[src/design/agot_pkg.sv]
// Shared widths, register indexes, effect codes and helpers for the audio effect block.
`default_nettype none

package agot_pkg;

  // Field widths
  localparam int SMP_W  = 16;
  localparam int MODE_W = 2;
  localparam int GAIN_W = 12;
  localparam int OFS_W  = 16;
  localparam int AMP_W  = 15;
  localparam int TONE_W = 24;
  localparam int RATE_W = 18;
  localparam int CIDX_W = 3;
  localparam int CDAT_W = 24;

  // Shared multiplier: signed operands, registered product
  localparam int MUL_W  = 25;
  localparam int PROD_W = 2 * MUL_W;

  // Result accumulator, wide enough for sample*32768 + amplitude*sine
  localparam int ACC_W = 34;

  // Phase divider: tone*position over rate*256
  localparam int DVD_W = TONE_W + RATE_W;
  localparam int DVS_W = RATE_W + 8;

  // Quarter-wave polynomial, Q15 (x up to 1.0 needs 17 bits)
  localparam int QX_W = 17;
  localparam logic [QX_W-1:0] POLY_C1 = 17'd51472;
  localparam logic [QX_W-1:0] POLY_C3 = 17'd21167;
  localparam logic [QX_W-1:0] POLY_C5 = 17'd2611;
  localparam logic [QX_W-1:0] Q15_ONE = 17'd32768;
  localparam logic [QX_W-1:0] MAG_MAX = 17'd32767;

  typedef logic [CIDX_W-1:0] reg_idx_t;

  localparam reg_idx_t REG_EFFECT_MODE  = 3'd0;
  localparam reg_idx_t REG_GAIN_Q8      = 3'd1;
  localparam reg_idx_t REG_OFFSET_VALUE = 3'd2;
  localparam reg_idx_t REG_TREMOLO_AMP  = 3'd3;
  localparam reg_idx_t REG_TONE_FREQ_Q8 = 3'd4;
  localparam reg_idx_t REG_SAMPLE_RATE  = 3'd5;

  typedef enum logic [MODE_W-1:0] {
    MODE_GAIN    = 2'd0,
    MODE_OFFSET  = 2'd1,
    MODE_TREMOLO = 2'd2,
    MODE_BYPASS  = 2'd3
  } mode_t;

  localparam logic signed [ACC_W-1:0] SAT_HI = 34'sd32767;
  localparam logic signed [ACC_W-1:0] SAT_LO = -34'sd32768;

  // Clamp a wide signed value to the 16-bit sample range
  function automatic logic signed [SMP_W-1:0] sat16(input logic signed [ACC_W-1:0] v);
    logic signed [SMP_W-1:0] r;
    if (v > SAT_HI) begin
      r = 16'sh7fff;
    end else if (v < SAT_LO) begin
      r = 16'sh8000;
    end else begin
      r = v[SMP_W-1:0];
    end
    return r;
  endfunction

endpackage

`default_nettype wire

[src/design/agot_mul.sv]
// Shared signed multiplier with a registered product.
`default_nettype none

module agot_mul (
  input  wire logic                                  clk,
  input  wire logic                                  mul_en,
  input  wire logic signed [agot_pkg::MUL_W-1:0]     mul_a,
  input  wire logic signed [agot_pkg::MUL_W-1:0]     mul_b,
  output logic signed [agot_pkg::PROD_W-1:0]         prod
);

  logic signed [agot_pkg::PROD_W-1:0] prod_r;

  // Hold the product while the enable is low
  always_ff @(posedge clk) begin
    if (mul_en) begin
      prod_r <= mul_a * mul_b;
    end
  end

  assign prod = prod_r;

endmodule

`default_nettype wire

[src/design/agot_div.sv]
// Restoring divider, two quotient bits per cycle; keeps the low quotient bits.
`default_nettype none

module agot_div #(
  parameter int DVD_W = 42,
  parameter int DVS_W = 26,
  parameter int QUO_W = 8
) (
  input  wire logic             clk,
  input  wire logic             rst_n,
  input  wire logic             load,
  input  wire logic [DVD_W-1:0] dividend,
  input  wire logic [DVS_W-1:0] divisor,
  output logic                  done,
  output logic [QUO_W-1:0]      quotient
);

  // dividend is followed by QUO_W zero bits; pad to an even bit count
  localparam int TOT_W = DVD_W + QUO_W;
  localparam int NB    = TOT_W + (TOT_W % 2);
  localparam int STEPS = NB / 2;
  localparam int CNT_W = $clog2(STEPS + 1);

  logic [NB-1:0]    dvd_r;
  logic [DVS_W-1:0] rem_r;
  logic [DVS_W-1:0] dvs_r;
  logic [QUO_W-1:0] quo_r;
  logic [CNT_W-1:0] cnt_r;
  logic             busy_r;
  logic             done_r;

  logic [DVS_W:0]   r1, r2;
  logic             q1, q2;
  logic [DVS_W-1:0] m1, m2;

  always_comb begin
    r1 = {rem_r, dvd_r[NB-1]};
    q1 = (r1 >= {1'b0, dvs_r});
    m1 = q1 ? DVS_W'(r1 - {1'b0, dvs_r}) : r1[DVS_W-1:0];
    r2 = {m1, dvd_r[NB-2]};
    q2 = (r2 >= {1'b0, dvs_r});
    m2 = q2 ? DVS_W'(r2 - {1'b0, dvs_r}) : r2[DVS_W-1:0];
  end

  always_ff @(posedge clk) begin
    if (!rst_n) begin
      busy_r <= 1'b0;
      done_r <= 1'b0;
      cnt_r  <= '0;
    end else begin
      done_r <= 1'b0;
      if (load) begin
        busy_r <= 1'b1;
        cnt_r  <= CNT_W'(STEPS);
      end else if (busy_r) begin
        cnt_r <= cnt_r - CNT_W'(1);
        if (cnt_r == CNT_W'(1)) begin
          busy_r <= 1'b0;
          done_r <= 1'b1;
        end
      end
    end
  end

  always_ff @(posedge clk) begin
    if (load) begin
      dvd_r <= NB'({dividend, QUO_W'(0)});
      rem_r <= '0;
      dvs_r <= divisor;
      quo_r <= '0;
    end else if (busy_r) begin
      dvd_r <= dvd_r << 2;
      rem_r <= m2;
      quo_r <= {quo_r[QUO_W-3:0], q1, q2};
    end
  end

  assign done     = done_r;
  assign quotient = quo_r;

endmodule

`default_nettype wire

[src/design/audio_gain_offset_tremolo.sv]
// Top level: per-sample gain, offset, sine tremolo or bypass on interleaved stereo PCM.
//
//  channel | direction | ports                                   | handshake
//  --------+-----------+-----------------------------------------+----------------------
//  in      | to block  | in_sample, in_first_sample              | in_valid / in_ready
//  out     | from block| out_processed_sample                    | out_valid / out_ready
//  cfg     | to block  | cfg_index, cfg_data                     | cfg_valid / cfg_ready
//
// One item is in work at a time. Offset and pass-through items go straight to the final step,
// gain items through the gain multiply step, tremolo items through the phase divider, which
// retires two quotient bits a cycle, and six multiplier passes.
// Reset (synchronous, rst_n low) restores the register defaults, clears parity and position.
// in_ready is high only in idle; the next item is taken while a result waits in the output
// register, and a finished item holds in its last step, product frozen, until it drains.
`default_nettype none

module audio_gain_offset_tremolo #(
  // Must be a power of two, 64 to 4096
  parameter int SINE_TABLE_SIZE = 256
) (
  input  wire logic                                  clk,
  input  wire logic                                  rst_n,
  // input items
  input  wire logic                                  in_valid,
  output logic                                       in_ready,
  input  wire logic signed [agot_pkg::SMP_W-1:0]     in_sample,
  input  wire logic                                  in_first_sample,
  // result items
  output logic                                       out_valid,
  input  wire logic                                  out_ready,
  output logic signed [agot_pkg::SMP_W-1:0]          out_processed_sample,
  // register writes
  input  wire logic                                  cfg_valid,
  output logic                                       cfg_ready,
  input  wire logic [agot_pkg::CIDX_W-1:0]           cfg_index,
  input  wire logic [agot_pkg::CDAT_W-1:0]           cfg_data
);

  localparam int SIZE_LG = $clog2(SINE_TABLE_SIZE);
  // x = low index bits scaled into Q15 quarter-wave phase
  localparam int XPAD    = 17 - SIZE_LG;

  typedef enum logic [10:0] {
    S_IDLE  = 11'b00000000001,
    S_GAIN  = 11'b00000000010,
    S_TPOS  = 11'b00000000100,
    S_DLOAD = 11'b00000001000,
    S_DIV   = 11'b00000010000,
    S_SQ    = 11'b00000100000,
    S_P1    = 11'b00001000000,
    S_P2    = 11'b00010000000,
    S_P3    = 11'b00100000000,
    S_AMP   = 11'b01000000000,
    S_FIN   = 11'b10000000000
  } state_t;

  // ---------------------------------------------------------------------------
  // Configuration registers; writes are always taken
  // ---------------------------------------------------------------------------
  agot_pkg::mode_t                 mode_r;
  logic [agot_pkg::GAIN_W-1:0]     gain_r;
  logic [agot_pkg::OFS_W-1:0]      ofs_r;
  logic [agot_pkg::AMP_W-1:0]      amp_r;
  logic [agot_pkg::TONE_W-1:0]     tone_r;
  logic [agot_pkg::RATE_W-1:0]     rate_r;

  assign cfg_ready = 1'b1;

  always_ff @(posedge clk) begin
    if (!rst_n) begin
      mode_r <= agot_pkg::MODE_GAIN;
      gain_r <= 12'd256;
      ofs_r  <= '0;
      amp_r  <= '0;
      tone_r <= 24'd256;
      rate_r <= 18'd44100;
    end else if (cfg_valid) begin
      case (cfg_index)
        agot_pkg::REG_EFFECT_MODE:  mode_r <= agot_pkg::mode_t'(cfg_data[agot_pkg::MODE_W-1:0]);
        agot_pkg::REG_GAIN_Q8:      gain_r <= cfg_data[agot_pkg::GAIN_W-1:0];
        agot_pkg::REG_OFFSET_VALUE: ofs_r  <= cfg_data[agot_pkg::OFS_W-1:0];
        agot_pkg::REG_TREMOLO_AMP:  amp_r  <= cfg_data[agot_pkg::AMP_W-1:0];
        agot_pkg::REG_TONE_FREQ_Q8: tone_r <= cfg_data[agot_pkg::TONE_W-1:0];
        agot_pkg::REG_SAMPLE_RATE:  rate_r <= cfg_data[agot_pkg::RATE_W-1:0];
        default: ;
      endcase
    end
  end

  // A zero rate behaves as one frame per second
  logic [agot_pkg::RATE_W-1:0] rate_eff;
  assign rate_eff = (rate_r == '0) ? agot_pkg::RATE_W'(1) : rate_r;

  // ---------------------------------------------------------------------------
  // Sequencer state and per-item registers
  // ---------------------------------------------------------------------------
  state_t state_r, state_nxt;

  logic                                in_fire;
  logic signed [agot_pkg::SMP_W-1:0]   smp_r;
  logic [agot_pkg::RATE_W-1:0]         pos_use_r;
  logic [agot_pkg::RATE_W-1:0]         pos_r, pos_nxt;
  logic                                parity_r, parity_nxt;
  logic [agot_pkg::QX_W-1:0]           x_r;
  logic [agot_pkg::QX_W-1:0]           x2_r;
  logic                                neg_r;

  logic                                out_valid_r, out_valid_nxt;
  logic signed [agot_pkg::SMP_W-1:0]   out_data_r;
  logic                                out_load;

  assign in_ready = (state_r == S_IDLE);
  assign in_fire  = in_valid && in_ready;

  // Frame position: restart on first_sample, advance after the second channel
  logic [agot_pkg::RATE_W-1:0] pos_base;
  logic                        parity_base;
  logic [agot_pkg::RATE_W:0]   pos_inc;

  always_comb begin
    pos_base    = in_first_sample ? '0 : pos_r;
    parity_base = in_first_sample ? 1'b0 : parity_r;
    pos_inc     = {1'b0, pos_base} + (agot_pkg::RATE_W + 1)'(1);
    pos_nxt     = pos_r;
    parity_nxt  = parity_r;
    if (in_fire) begin
      parity_nxt = ~parity_base;
      if (parity_base) begin
        pos_nxt = (pos_inc >= {1'b0, rate_eff}) ? '0 : pos_inc[agot_pkg::RATE_W-1:0];
      end else begin
        pos_nxt = pos_base;
      end
    end
  end

  // ---------------------------------------------------------------------------
  // Shared multiplier and phase divider
  // ---------------------------------------------------------------------------
  logic signed [agot_pkg::MUL_W-1:0]   mul_a, mul_b;
  logic signed [agot_pkg::PROD_W-1:0]  prod;
  logic                                mul_en;
  logic [agot_pkg::QX_W-1:0]           prod_sh;
  logic [agot_pkg::QX_W-1:0]           poly_t;
  logic [agot_pkg::QX_W-1:0]           sin_mag;
  logic signed [agot_pkg::QX_W-1:0]    sin_val;

  logic                                div_load;
  logic                                div_done;
  logic [SIZE_LG-1:0]                  div_quo;

  // Q15 product realigned back to Q15
  assign prod_sh = prod[31:15];

  // Freeze the product while a finished item waits for the output register
  assign mul_en = (state_r != S_FIN);

  agot_mul u_mul (
    .clk    (clk),
    .mul_en (mul_en),
    .mul_a  (mul_a),
    .mul_b  (mul_b),
    .prod   (prod)
  );

  assign div_load = (state_r == S_DLOAD);

  agot_div #(
    .DVD_W (agot_pkg::DVD_W),
    .DVS_W (agot_pkg::DVS_W),
    .QUO_W (SIZE_LG)
  ) u_div (
    .clk      (clk),
    .rst_n    (rst_n),
    .load     (div_load),
    .dividend (prod[agot_pkg::DVD_W-1:0]),
    .divisor  ({rate_eff, 8'd0}),
    .done     (div_done),
    .quotient (div_quo)
  );

  // Operand select: the polynomial and amplitude steps feed the multiplier from the previous product
  always_comb begin
    mul_a   = '0;
    mul_b   = '0;
    poly_t  = '0;
    sin_mag = (prod_sh > agot_pkg::MAG_MAX) ? agot_pkg::MAG_MAX : prod_sh;
    sin_val = neg_r ? $signed(agot_pkg::QX_W'(0) - sin_mag) : $signed(sin_mag);
    case (state_r)
      S_GAIN: begin
        mul_a = {{(agot_pkg::MUL_W - agot_pkg::SMP_W){smp_r[agot_pkg::SMP_W-1]}}, smp_r};
        mul_b = agot_pkg::MUL_W'(gain_r);
      end
      S_TPOS: begin
        mul_a = agot_pkg::MUL_W'(tone_r);
        mul_b = agot_pkg::MUL_W'(pos_use_r);
      end
      S_SQ: begin
        mul_a = agot_pkg::MUL_W'(x_r);
        mul_b = agot_pkg::MUL_W'(x_r);
      end
      S_P1: begin
        mul_a = agot_pkg::MUL_W'(agot_pkg::POLY_C5);
        mul_b = agot_pkg::MUL_W'(prod_sh);
      end
      S_P2: begin
        poly_t = agot_pkg::POLY_C3 - prod_sh;
        mul_a  = agot_pkg::MUL_W'(poly_t);
        mul_b  = agot_pkg::MUL_W'(x2_r);
      end
      S_P3: begin
        poly_t = agot_pkg::POLY_C1 - prod_sh;
        mul_a  = agot_pkg::MUL_W'(poly_t);
        mul_b  = agot_pkg::MUL_W'(x_r);
      end
      S_AMP: begin
        mul_a = {{(agot_pkg::MUL_W - agot_pkg::QX_W){sin_val[agot_pkg::QX_W-1]}}, sin_val};
        mul_b = agot_pkg::MUL_W'(amp_r);
      end
      default: ;
    endcase
  end

  // ---------------------------------------------------------------------------
  // Result: truncate toward zero, saturate
  // ---------------------------------------------------------------------------
  localparam logic signed [agot_pkg::ACC_W-1:0] ADJ_8  = 34'sd255;
  localparam logic signed [agot_pkg::ACC_W-1:0] ADJ_15 = 34'sd32767;

  logic signed [agot_pkg::ACC_W-1:0] prod_lo, smp_ext, ofs_ext;
  logic signed [agot_pkg::ACC_W-1:0] gain_adj, gain_q, sum_o, trem_tot, trem_adj, trem_q;
  logic signed [agot_pkg::SMP_W-1:0] res;

  always_comb begin
    prod_lo  = prod[agot_pkg::ACC_W-1:0];
    smp_ext  = {{(agot_pkg::ACC_W - agot_pkg::SMP_W){smp_r[agot_pkg::SMP_W-1]}}, smp_r};
    ofs_ext  = {{(agot_pkg::ACC_W - agot_pkg::OFS_W){1'b0}}, ofs_r};
    gain_adj = prod_lo + (prod_lo[agot_pkg::ACC_W-1] ? ADJ_8 : '0);
    gain_q   = gain_adj >>> 8;
    sum_o    = smp_ext + ofs_ext;
    trem_tot = (smp_ext <<< 15) + prod_lo;
    trem_adj = trem_tot + (trem_tot[agot_pkg::ACC_W-1] ? ADJ_15 : '0);
    trem_q   = trem_adj >>> 15;
    case (mode_r)
      agot_pkg::MODE_GAIN:    res = agot_pkg::sat16(gain_q);
      agot_pkg::MODE_OFFSET:  res = agot_pkg::sat16(sum_o);
      agot_pkg::MODE_TREMOLO: res = agot_pkg::sat16(trem_q);
      default:                res = smp_r;
    endcase
  end

  // Load the output register when it is empty or being drained
  assign out_load = (state_r == S_FIN) && (!out_valid_r || out_ready);

  always_comb begin
    out_valid_nxt = out_valid_r;
    if (out_load) begin
      out_valid_nxt = 1'b1;
    end else if (out_ready) begin
      out_valid_nxt = 1'b0;
    end
  end

  // ---------------------------------------------------------------------------
  // Next state
  // ---------------------------------------------------------------------------
  always_comb begin
    state_nxt = state_r;
    case (state_r)
      S_IDLE: begin
        if (in_fire) begin
          case (mode_r)
            agot_pkg::MODE_GAIN:    state_nxt = S_GAIN;
            agot_pkg::MODE_TREMOLO: state_nxt = S_TPOS;
            default:                state_nxt = S_FIN;
          endcase
        end
      end
      S_GAIN:  state_nxt = S_FIN;
      S_TPOS:  state_nxt = S_DLOAD;
      S_DLOAD: state_nxt = S_DIV;
      S_DIV: begin
        if (div_done) begin
          state_nxt = S_SQ;
        end
      end
      S_SQ:  state_nxt = S_P1;
      S_P1:  state_nxt = S_P2;
      S_P2:  state_nxt = S_P3;
      S_P3:  state_nxt = S_AMP;
      S_AMP: state_nxt = S_FIN;
      S_FIN: begin
        if (out_load) begin
          state_nxt = S_IDLE;
        end
      end
      default: state_nxt = S_IDLE;
    endcase
  end

  // ---------------------------------------------------------------------------
  // Registers
  // ---------------------------------------------------------------------------
  always_ff @(posedge clk) begin
    if (!rst_n) begin
      state_r     <= S_IDLE;
      pos_r       <= '0;
      parity_r    <= 1'b0;
      out_valid_r <= 1'b0;
    end else begin
      state_r     <= state_nxt;
      pos_r       <= pos_nxt;
      parity_r    <= parity_nxt;
      out_valid_r <= out_valid_nxt;
    end
  end

  // Phase index from the divider: top two bits pick the quadrant
  logic [14:0] x_raw;
  assign x_raw = {div_quo[SIZE_LG-3:0], XPAD'(0)};

  always_ff @(posedge clk) begin
    if (in_fire) begin
      smp_r     <= in_sample;
      pos_use_r <= pos_base;
    end
    if ((state_r == S_DIV) && div_done) begin
      x_r   <= div_quo[SIZE_LG-2] ? (agot_pkg::Q15_ONE - {2'b00, x_raw}) : {2'b00, x_raw};
      neg_r <= div_quo[SIZE_LG-1];
    end
    // hold x^2 for the second polynomial step
    if (state_r == S_P1) begin
      x2_r <= prod_sh;
    end
    if (out_load) begin
      out_data_r <= res;
    end
  end

  assign out_valid            = out_valid_r;
  assign out_processed_sample = out_data_r;

endmodule

`default_nettype wire
[config.mk]
export PLATFORM = sky130hd
export DESIGN_NAME = audio_gain_offset_tremolo
export DESIGN_NICKNAME = d
export VERILOG_FILES = /design/src/design/agot_pkg.sv /design/src/design/agot_mul.sv /design/src/design/agot_div.sv /design/src/design/audio_gain_offset_tremolo.sv
export SDC_FILE = /design/constraint.sdc
export NUM_CORES = 2
export LEC_CHECK = 0
export BUFFER_PORTS_ARGS = -buffer_cell sky130_fd_sc_hd__clkbuf_2
export CORE_MARGIN = 3
export CORE_UTILIZATION = 62
export DETAILED_ROUTE_END_ITERATION = 8
export PLACE_DENSITY = 0.79
export SLEW_MARGIN = 10
export SYNTH_ARGS = -nofsm -noshare
export SYNTH_HDL_FRONTEND = slang
export SYNTH_SLANG_ARGS = --single-unit
[constraint.sdc]
create_clock -name clk -period 27.4 [get_ports clk]
set_input_delay 1.37 -clock clk [delete_from_list [all_inputs] [get_ports clk]]
set_output_delay 1.37 -clock clk [all_outputs]
set_load 0.02 [all_outputs]
---- Word-level counts from Yosys, hierarchy flattened ----
Cells that the tools add are included.
storage, ports and cells
  flip-flop bits (word level) ............. 346
  bits of input ports ..................... 49
cells by class
  add/sub/neg operators ................... 12
  multiply operators ...................... 1
  magnitude comparators ................... 10
  eq/ne operators ......................... 23
  multiplexer cells ....................... 36
  bitwise operators ....................... 3
  reductions and logical operators ........ 21
operators with widths
  cell                     count
  $pmux W25 S7             1
  $pmux W11 S10            1
  $pmux W18 S6             1
  $mux W50                 2
  $mux W16                 6
  $mux W18                 4
  $ge A27 B26 Y1           2
  $mux W26                 2
  $sub A26 B26 Y26         2
  $pmux W16 S3             1
  $mul A25 B19 Y42         1
  $add A31 B34 Y34         1
  $add A34 B15 Y34         1
  $add A34 B8 Y34          1
  $mux W17                 2
  $mux W11                 3
  $mux W15                 2
  $gt A26 B16 Y1 const B   1
  $lt A26 B16 Y1 const B   1
  $pmux W11 S2             1
  $add A18 B1 Y19 const B  1
  $ge A19 B18 Y1           1
  $gt A19 B16 Y1 const B   1
  $lt A19 B16 Y1 const B   1
  44 further kinds         66

---- Depth between registers and ports, before layout ----
  depth in word-level cells ............... 7
  depth in mapped cells ................... 40
  gate-level depth less buffers ........... 36

---- Hierarchy ----
From an unflattened synthesis, not the netlist that was laid out.
second synthesis, totals
  cell total of the unflattened synthesis .. 5072
  area, all modules ....................... 46178.0 um^2
modules (own cells, without submodules)
  module                     instances  cells each  area an instance (um^2)  sequential area each (um^2)
  agot_mul                   1          2605        24776.3                  1501.4
  audio_gain_offset_tremolo  1          1716        13890.8                  4614.4
  agot_div                   1          751         7511.0                   2862.7

---- Least setup slack after synthesis ----
Ideal clock, no wire load.
  path type ............................... reg-to-reg
  start ................................... register u_mul.prod_r, in the netlist u_mul.prod[19]
  end ..................................... register u_mul.prod_r, in the netlist u_mul.prod[40], data pin
  setup time .............................. 259 ps
  arrival ................................. 8907 ps
  required time ........................... 27141 ps
  path slack .............................. 18234 ps
  stages on the path, launching flop included .. 38
  buffers on the path ..................... 3
  period minus slack after synthesis ...... 9166 ps
  cell sequence ........................... edfxtp_1 > ha_1 > nand4_1 > a311o_1 > clkbuf_1 > nor2_1 > ha_1 > nand4_1 > nor4_2 > nand3_1 > mux2i_1 > o22a_1 > o21ai_1 > clkbuf_1 > nand2_1 > fa_1 > inv_1 > fa_1 > [2 not listed] > inv_1 > fa_1 > fa_1 > inv_1 > fa_1 > inv_1 > ha_1 > clkbuf_1 > a2111oi_0 > nand2_1 > o21ai_0 > a211oi_1 > o2111ai_1 > a311oi_1 > a41oi_1 > o21ai_0 > a41oi_1 > xnor2_1
between the ends
  word-level cells in the longest chain between the ends .. 6
  elaborated cells between the ends (all ways) .. 9
  classes of those cells .................. 3 x add/sub; 1 x mul; 1 x order compare; 4 x mux
RTL lines
  element                   line                              text
  start: declaration        agot_mul.sv:12                    logic signed [agot_pkg::PROD_W-1:0] prod_r;
  start signal: assignment  agot_mul.sv:17                    prod_r <= mul_a * mul_b;
  $gt A17 B15 Y1            audio_gain_offset_tremolo.sv:186  sin_mag = (prod_sh > agot_pkg::MAG_MAX) ? agot_pkg::MAG_MAX : prod_sh;
  $mux W17                  audio_gain_offset_tremolo.sv:186
  $sub A1 B17 Y17           audio_gain_offset_tremolo.sv:187  sin_val = neg_r ? $signed(agot_pkg::QX_W'(0) - sin_mag) : $signed(sin_mag);
  $mux W17                  audio_gain_offset_tremolo.sv:187
  $pmux W25 S7              audio_gain_offset_tremolo.sv:188  case (state_r)
  $mul A25 B19 Y42 *        agot_mul.sv:17
Mark *: on every way between the ends. The rest lies on a longest branch, timed or not.
A chain may end at the register's enable or synchronous reset.

---- Worst setup path after layout ----
Ends and elaborated chain as after synthesis.

==> reports/results.ini <==
[sta]
setup-tns-final_ns = 0
hold_viol = 0
maxSlewHeadroom_pct = 14.2
setup_viol = 0
fin_crit_sh_pct = 39.9
slew_viol_final = 0
skew_ns = 0.0383
post-route-min-period_ns = 10.94
rsz0062_at_grt = no
max_freq_mhz = 91.4
worst_pin_slew_ns = 1.29

[synthesis]
synthFlopType = edfxtp_1
syn_area_um2 = 37100
async_flop_share_pct = 0
ys_seq_area_share_pct = 22.9
synth_edf_count = 177
syn_area_per_cell_um2 = 8.63
ys_ff_latch = 336
ys_warn_count = 0
yosysUniqueCellTypes = 111
synth_cells = 4298

[clock_tree]
cts_htree_levels = 2
cts_root_buf = clkbuf_16
cts_max_path_buffers = 3
cts-resized-gates = 0
clk_pin_slew_ns = 0.06
post_cts_buffers = 0
cts_tree = built
cts_sinks = 336
cts_made_buffers = 36
clock_latency_ns = 0.59
hold_buffers = 0

[setup_path]
rrSetupSlack_ns = 16.46
slowest_stage = edfxtp_1
worst-setup-path-type = flip-flop to flip-flop
regToRegStartpoint = u_mul.prod[19]$_DFFE_PN_
max_stage_delay_ns = 0.75
crit_arrival_ns = 11.27
crit_top_cell = fa_1
worstPathRequired_ns = 27.74
setup.worst_path.end_class = flip-flop
reg2reg_to = u_mul.prod[40]$_DFFE_PN_
worstRegToRegCells = 37
startpoint_type = flip-flop
crit_fanout = 26

[routing]
via_count = 31000
first_pass_iters = 8
ant_nets = 0
drtIter0Drc = 3088
vias_per_cell = 6.12
routed_wl_um = 108000
wire_per_inst_um = 21.3
drc = 0

[hold_path]
worstHoldStart = u_div.quotient[7]$_SDFFE_PP0P_
hp-class = flip-flop to flip-flop
whs_path_depth = 0
holdPathEnd = neg_r$_DFFE_PP_

[global_route]
grt_max_degree = 95
grt_pass1_wl_um = 171000
grt.total_usage_pct = 34.8
grt_pass1_vias = 30900
grt_overflow_total = 0
antenna_found_initial = 2

[power]
power_switching_mw = 0.361
internal_power_mw = 0.882
total_power_mw = 1.24
comb_power_share_pct = 14.5
seqPwrFrac_pct = 45.4
clkPwrFrac_pct = 40.1
p_leak_nw = 17.9
powerDensity_nw_per_um2 = 31.6
p_sw_share_pct = 29.0
vdd_drop_max_mv = 0.0344

[floorplanning]
die_w_um = 251
start_util_pct = 62.7
fp.dieH_um = 251
coreArea_um2 = 59100
rows = 89
dieArea_um2 = 62800
io_pins = 68

[cells_and_area]
final_cell_mix = nand2_1, inv_1, fa_1, nor2_1, ha_1
fillers = 4767
multi_input_comb_area_um2 = 25300
register_area_um2 = 8500
area_delta_synth_final_pct = 5.94
nets = 4973
layout-drive-gt1-share_pct = 6.00
mostFrequentLayoutCell = nand2_1

[placed_design]
io_buffers = 66
place.gp.congestion = 0.980
dp_hpwl_um = 81700

[run]
drv_cap = 0

[run_status]
status = finished clean

## state kept, by name, summed over array words and instances (netlist names), 2 cells and up
register              count
tone_r                   24
x_r                       7
smp_r                    16
ofs_r                    16
state_r                  11
u_div.rem_r              26
u_div.dvs_r              18
u_div.dvd_r              42
u_div.cnt_r               5
out_processed_sample     16
gain_r                   12
rate_r                   18
u_mul.prod               42
u_div.quotient            8
amp_r                    15
pos_r                    18
pos_use_r                18
mode_r                    2
x2_r                     17
## power groups by stage
stage | clock network (mW) | registers, mW | logic [mW]
final | 0.498 | 0.565 | 0.180
after detailed placement | 0 | 0.573 | 0.174
after global routing | 0.523 | 0.564 | 0.194
after floorplan | 0 | 0.560 | 0.124
after global placement | 0 | 0.574 | 0.172
after CTS | 0.504 | 0.563 | 0.175
## metal layers
layer	track usage, %	share of wire, %	vias to the layer above
li1	-	-	14000
met1	45.9	39	15000
met2	54.7	45	1582
met3	7.56	10	387
met4	17.7	5.9	0
met5	0	0	-
## critical path, delay by kind of cell, from the launching register on
kind	cells	cell delay, ns
buffers and inverters	7	0.80
xor gates and xnor gates	1	0.08
adders and majority gates	9	3.48
AOI/OAI and AO/OA	13	4.01
DFF	1	0.75
and+or+nand+nor	7	1.56
## worst max-delay path by stage
| stage | startpoint | endpoint | slack, ns | cells past startpoint |
|---|---|---|---|---|
| 2_1_floorplan | u_mul.prod[19]$_DFFE_PN_ | u_mul.prod[40]$_DFFE_PN_ | 18.23 | 37 |
| 3_3_place_gp | u_mul.prod[19]$_DFFE_PN_ | u_mul.prod[40]$_DFFE_PN_ | 16.93 | 37 |
| 3_5_place_dp | u_mul.prod[19]$_DFFE_PN_ | u_mul.prod[40]$_DFFE_PN_ | 16.64 | 37 |
| 4_1_cts | u_mul.prod[19]$_DFFE_PN_ | u_mul.prod[40]$_DFFE_PN_ | 16.64 | 37 |
| 5_1_grt | u_mul.prod[19]$_DFFE_PN_ | u_mul.prod[40]$_DFFE_PN_ | 15.63 | 37 |
| 6_report | u_mul.prod[19]$_DFFE_PN_ | u_mul.prod[40]$_DFFE_PN_ | 16.46 | 37 |
## cells in the mapped netlist (16+ instances only)
cell type	instances	area, um^2
and3_1	16	100
a31oi_1	22	138
xnor2_1	107	937
a21o_1	55	413
o21a_1	36	270
ha_1	229	2870
nor2_1	363	1360
mux2i_1	40	400
clkbuf_1	170	638
a211oi_1	24	180
nand2_1	676	2540
a22oi_1	27	203
edfxtp_1	177	5320
nand3_1	78	390
nor2b_1	60	375
nor3b_1	16	120
dfxtp_1	159	3180
o21ai_0	134	671
a21boi_0	95	713
a21oi_1	159	796
o22ai_1	25	156
inv_1	673	2530
xor2_1	51	447
nor3_1	51	255
and2_1	27	169
nand4_1	31	194
nor4_1	17	106
fa_1	437	8750
nand2b_1	27	169
## metrics by stage
| stage | utilization (%) | hold WS, ns | worst slack [ns] | instance area [um^2] | std cells |
|---|---|---|---|---|---|
| finish | 66.5 | 0.438 | 16.46 | 39300 | 5062 |
| floorplan | - | 0.408 | 18.23 | 37100 | 4299 |
| detailed placement | 64.4 | 0.425 | 16.64 | 38100 | 4993 |
| global placement | 64.4 | 0.422 | 16.93 | 38100 | 4993 |
| CTS | 66.5 | 0.440 | 16.64 | 39300 | 5059 |
| global route | 66.5 | 0.464 | 15.63 | 39300 | 5059 |
## logic make-up after synthesis
| logic type | Yosys count | share of synthesized area, % |
|---|---|---|
| flip-flops | 336 | 22.9 |
| other | 2 | 0.0202 |
| adder cells (fa/ha/maj) | 666 | 31.3 |
| AO/OA/AOI/OAI | 766 | 14.2 |
| buffers and inverters | 878 | 9.09 |
| XOR/XNOR | 158 | 3.73 |
| multiplexers | 51 | 1.44 |
| AND/OR/NAND/NOR | 1441 | 17.3 |
## layout make-up
cell class | count | area share, %
Timing Repair Buffer | 122 | 1.92
Clock buffer | 48 | 2.61
Tap cell | 773 | 2.46
Antenna cell | 3 | 0.0191
Clock inverter | 18 | 0.519
Inverter | 677 | 6.47
Sequential cell | 336 | 21.6
Multi-Input combinational cell | 3085 | 64.4
Power figures use the tool's default switching activity.
